`config.mk`:
```
export PLATFORM = sky130hd
export DESIGN_NAME = hnm_ctrl
export DESIGN_NICKNAME = d
export VERILOG_FILES = /design/src/rtl/hnm_pkg.sv /design/src/rtl/hnm_ctrl.sv
export SDC_FILE = /design/constraint.sdc
export NUM_CORES = 1
export LEC_CHECK = 0
export BUFFER_PORTS_ARGS = -buffer_cell sky130_fd_sc_hd__buf_2
export CAP_MARGIN = 20
export CORE_AREA = 2 2 39 41
export DETAILED_ROUTE_END_ITERATION = 8
export DIE_AREA = 0 0 41 43
export GPL_ROUTABILITY_DRIVEN = 0
export GPL_TIMING_DRIVEN = 0
export HOLD_SLACK_MARGIN = 0.12
export PLACE_DENSITY_LB_ADDON = 0.05
export SKIP_LAST_GASP = 1
export SLEW_MARGIN = 25
export SYNTH_ARGS = -nofsm -noshare
export SYNTH_HDL_FRONTEND = slang
export SYNTH_SLANG_ARGS = --single-unit
```
`constraint.sdc`:
```
create_clock -name clk -period 1.61 [get_ports clk]
set_input_delay 0.2415 -clock clk [delete_from_list [all_inputs] [get_ports clk]]
set_output_delay 0.2415 -clock clk [all_outputs]
set_load 0.02 [all_outputs]
```
`src/rtl/hnm_pkg.sv`:
```
// Shared types and constants for the height to normal map block.
`default_nettype none

package hnm_pkg;

  // Input item kinds.
  localparam logic CMD_PIXEL = 1'b0;
  localparam logic CMD_FLUSH = 1'b1;

  // Configuration register indexes.
  localparam logic [1:0] REG_WIDTH  = 2'd0;
  localparam logic [1:0] REG_HEIGHT = 2'd1;
  localparam logic [1:0] REG_SCALE  = 2'd2;
  localparam logic [1:0] REG_MIRROR = 2'd3;

  // Normal component selectors.
  localparam logic [1:0] COMP_X = 2'd0;
  localparam logic [1:0] COMP_Y = 2'd1;
  localparam logic [1:0] COMP_Z = 2'd2;

  // The z term is 256*255, its square is fixed.
  localparam logic [15:0] Z_COMP    = 16'd65280;
  localparam logic [31:0] Z_SQ      = 32'd4261478400;
  localparam logic [6:0]  NORM_MAX  = 7'd127;
  localparam logic [7:0]  ENC_MID   = 8'd128;
  localparam logic [2:0]  TRIAL_MSB = 3'd6;

  // Widths of the fixed-point datapath.
  localparam int LEN_W = 50;
  localparam int HALF_W = 25;

  typedef enum logic [3:0] {
    ST_IDLE, ST_LOAD, ST_SCALE, ST_SQX, ST_SQY, ST_MAG, ST_RHS,
    ST_TSQ, ST_PLO, ST_PHI, ST_CMP, ST_OUT
  } hnm_state_t;

  typedef enum logic [3:0] {
    OP_NONE, OP_LOAD, OP_SCALE, OP_SQX, OP_SQY, OP_MAG, OP_RHS,
    OP_TSQ, OP_PLO, OP_PHI, OP_CMP, OP_OUT
  } hnm_op_t;

  typedef struct packed {
    logic       take;
    hnm_op_t    op;
    logic [1:0] comp;
    logic [2:0] bitsel;
  } hnm_cmd_t;

  typedef struct packed {
    logic will_emit;
    logic out_free;
  } hnm_status_t;

endpackage

`default_nettype wire

```
`src/rtl/hnm_ctrl.sv`:
```
// Sequencer for the height to normal map datapath.
`default_nettype none

module hnm_ctrl import hnm_pkg::*; (
  input  logic        clk,
  input  logic        rst,
  input  logic        s_valid,
  output logic        s_ready,
  input  hnm_status_t status,
  output hnm_cmd_t    cmd
);

  hnm_state_t state, state_next;
  logic [1:0] comp;
  logic [2:0] bitsel;

  // State register.
  always_ff @(posedge clk) begin
    if (rst) begin
      state <= ST_IDLE;
    end else begin
      state <= state_next;
    end
  end

  // Component and trial-bit counters.
  always_ff @(posedge clk) begin
    if (rst) begin
      comp   <= COMP_X;
      bitsel <= TRIAL_MSB;
    end else begin
      case (state)
        ST_IDLE: comp <= COMP_X;
        ST_RHS:  bitsel <= TRIAL_MSB;
        ST_CMP: begin
          if (bitsel == 3'd0) begin
            comp <= comp + 2'd1;
          end else begin
            bitsel <= bitsel - 3'd1;
          end
        end
        default: ;
      endcase
    end
  end

  // Next state and commands.
  always_comb begin
    state_next = state;
    s_ready    = 1'b0;
    cmd.take   = 1'b0;
    cmd.op     = OP_NONE;
    cmd.comp   = comp;
    cmd.bitsel = bitsel;
    case (state)
      ST_IDLE: begin
        s_ready = 1'b1;
        if (s_valid) begin
          cmd.take = 1'b1;
          if (status.will_emit) state_next = ST_LOAD;
        end
      end
      ST_LOAD: begin
        cmd.op = OP_LOAD;
        state_next = ST_SCALE;
      end
      ST_SCALE: begin
        cmd.op = OP_SCALE;
        state_next = ST_SQX;
      end
      ST_SQX: begin
        cmd.op = OP_SQX;
        state_next = ST_SQY;
      end
      ST_SQY: begin
        cmd.op = OP_SQY;
        state_next = ST_MAG;
      end
      ST_MAG: begin
        cmd.op = OP_MAG;
        state_next = ST_RHS;
      end
      ST_RHS: begin
        cmd.op = OP_RHS;
        state_next = ST_TSQ;
      end
      ST_TSQ: begin
        cmd.op = OP_TSQ;
        state_next = ST_PLO;
      end
      ST_PLO: begin
        cmd.op = OP_PLO;
        state_next = ST_PHI;
      end
      ST_PHI: begin
        cmd.op = OP_PHI;
        state_next = ST_CMP;
      end
      ST_CMP: begin
        cmd.op = OP_CMP;
        if (bitsel != 3'd0) begin
          state_next = ST_TSQ;
        end else if (comp == COMP_Z) begin
          state_next = ST_OUT;
        end else begin
          state_next = ST_MAG;
        end
      end
      ST_OUT: begin
        if (status.out_free) begin
          cmd.op = OP_OUT;
          state_next = ST_IDLE;
        end
      end
      default: state_next = ST_IDLE;
    endcase
  end

endmodule

`default_nettype wire

```
==> metrics <==
Post-layout nets between 100 and 150; EDFF count, synth 0; Sw Share 0.278; crit-path max FO 3; power density cells between 700 and 800 nW/um2; via count of the first global-routing pass 506; outcome complete, but fails checks; I/O pin cnt 16; end-of-flow core utilization 0.542; antenna violations before repair 0; internal power of the cells between 0.3 and 0.4 mW; Min-Delay Startpoint rst; CTS HTree Levels 1; data required time at the worst endpoint between 1 and 1.5 ns; Mapped Area between 500 and 600 um2; via-per-instance ratio between 5 and 6; total iterations of the first detailed-routing run 4; Initial Util 0.429; failing checks negative setup slack; chain of cells forming the critical path or4_4 > inv_2 > and2_4 > buf_6; synthesized-area fraction occupied by adder cells 0.0632; unrepaired setup endpoints after global routing true; largest incremental delay on the critical path 0.53 ns; multiplexer area fraction after synthesis 0; top cells by area in the synthesized netlist dfxtp_1 30%, ha_1 6.3%, o21ai_0 5.1%, a21boi_0 5.1%, nand4bb_4 4.6%; type of the worst setup path register to primary output; Crit Reg-Reg Startpoint bitsel[0]; total net switching power around 0.15 mW; HP Class primary input to register; CTS Sinks 9; Critical Path Source Type register; final routed DRC violation total 0; number of nets still failing antenna checks after routing 0; total length of routed wires 1320 um; via total after detailed routing roughly 590; final routed wire length divided by cell count 12.2 um; post-DP HPWL ~950 um; Max transition margin 0.751; width of the die 41 um; transition time of the tightest slew-check pin 0.364 ns; Worst Clk Skew about 0.005 ns; synth-to-layout area growth 26.3%; Crit. Startpoint state[1]; # Max-Cap Violations 0; root buffer cell clkbuf_4; part of the power in registers 0.439; post-synth net total roughly 80; number of diodes added for antenna fixing 0; fraction of post-synthesis cell area in the top cell type by area 0.303; violation count after the first detailed-route iteration 9; die area approximately 1800 um2; slowest CP cell or4_4; clock tree buffer depth 2; TritonCTS buffer count 3; final hold violation count 0; fraction of power consumed by combinational cells 0.226; Synth Area in Simple Gates 0.255; Chip Height approximately 43 um; Final Worst Setup Slack -0.0440 ns; Final Total Pwr ~0.53 mW; setup violators final 1; Synth async-reset ratio 0; standard cell core area around 1400 um2; sort of element at the end of the critical path primary output; worst ir drop on vdd about 360 uV; post-synthesis share of cell area spent on xor and xnor gates 0; post-synthesis compound-gate area fraction 0.309; Fillers 142; count of input and output buffers 15; CTS tree yes; Site Rows 14; most frequent cell after synthesis dfxtp_1; global-route usage over all layers 0.176; maximum operating frequency a little over 600 MHz; biggest area consumer among synthesized cells dfxtp_1; Static Leakage between 0.3 and 0.4 nW; total global routing overflow 0; Clk pin slew, worst setup/hold paths 0.06 ns; clock period minus worst slack around 1.7 ns; max-slew violations 0; count of state elements after synthesis 9; global-route wire length before repair ~2100 um; Clk Latency, worst-skew pair 0.26 ns; data arrival time of the critical path roughly 1.4 ns; total of hold buffers inserted after clock tree synthesis 0; count of yosys warnings during synthesis 0; largest net degree at the start of global routing 11; post-synthesis area per instance about 8.4 um2; part of the Yosys area used for sequential elements 0.303; largest family of logic cells by synthesized area compound AO/OA/AOI/OAI gates; share of total power in the clock network 0.335; fraction of the cycle the final worst path needs 1.03; top post-synthesis cells by count 9 x dfxtp_1, 6 x o21ai_0, 5 x inv_1; number of distinct library cell variants in the gate-level netlist after synthesis 28; fraction of layout cells with a size suffix above 1 0.326; dominant register cell in the synthesized netlist dfxtp_1; number of standard cells after synthesis 71
==> final cells by class <==
cell class              count  area, um2  area share
clock buffers               4       26.3      0.0350
flip-flops and latches      9        183       0.243
multi-input cells          53        379       0.505
inverters                   5       18.8      0.0250
plain buffers               4       25.0      0.0333
repair buffers             17       98.8       0.132
well taps                  16       20.0      0.0267
==> layout by cell type, fill, tap and decap left out, types with 2 or more instances in the layout <==
cell       n
a21boi_0   4
a21oi_1    4
a31oi_1    4
buf_2     15
buf_4      5
clkbuf_4   3
dfxtp_1    7
dfxtp_2    2
ha_1       3
inv_1      4
nand2b_1   2
nand3_1    4
nor2_1     4
nor2b_1    3
o211ai_1   2
o21ai_0    6
o21bai_1   3
or3_1      2
==> state kept, by name (all words and copies together), names as in the netlist <==
name    count
comp        2
state       4
bitsel      3
==> power by group through the flow <==
stage	Combinational [mW]	Clock [mW]	Sequential, mW
after floorplan	0.0669	0	0.236
after global placement	0.0953	0	0.237
after detailed placement	0.0962	0	0.237
after CTS	0.119	0.187	0.232
after global routing	0.132	0.195	0.234
final	0.120	0.178	0.233
==> logic make-up (layout without fill, tap and decap cells) <==
| logic type | count (synthesis) | after routing |
|---|---|---|
| compound gates | 28 | 28 |
| simple gates | 22 | 22 |
| flops | 9 | 9 |
| buf+inv | 9 | 30 |
| fa+ha+maj | 3 | 3 |
==> repair_timing <==
| action | CTS | global route |
|---|---|---|
| resized for setup | 6 | 4 |
| setup endpoints to repair | 2 | 4 |
| gates cloned | 0 | 0 |
| pin swaps | 2 | 1 |
| setup buffers | 2 | 0 |
==> per-stage QoR <==
stage | setup WS (ns) | TNS, ns | cell area, um2 | std cells | hold WS, ns
after floorplan | 0.0870 | 0 | 594 | 71 | 0.311
after global placement | 0.134 | 0 | 689 | 102 | 0.483
after detailed placement | 0.133 | 0 | 689 | 102 | 0.489
after CTS | -0.0598 | -0.0598 | 744 | 108 | 0.230
after global routing | -0.0982 | -0.151 | 751 | 108 | 0.230
final | -0.0440 | -0.0440 | 751 | 108 | 0.243
==> final timing paths <==
path / endpoint / slack (ns) / depth (start not counted)
max: cmd[9] / -0.04 / 4
min: state[0] / 0.24 / 2
max reg2reg: bitsel[1] / 0.29 / 5
min reg2reg: bitsel[0] / 0.50 / 2
==> critical path: cells and delay by family, from the launching register on <==
kind,cells,cell delay (ns)
flops,1,0.32
simple gates,2,0.66
buf+inv,2,0.17
==> metal layers <==
layer  wire length [um]  track usage  up-vias
met5                  0            0        -
met3                 68       0.0628        2
li1                   -            -      304
met1                622        0.219      263
met4                  8       0.0600        0
met2                622        0.269       17
Note: power is estimated with default switching activity, not from simulation.
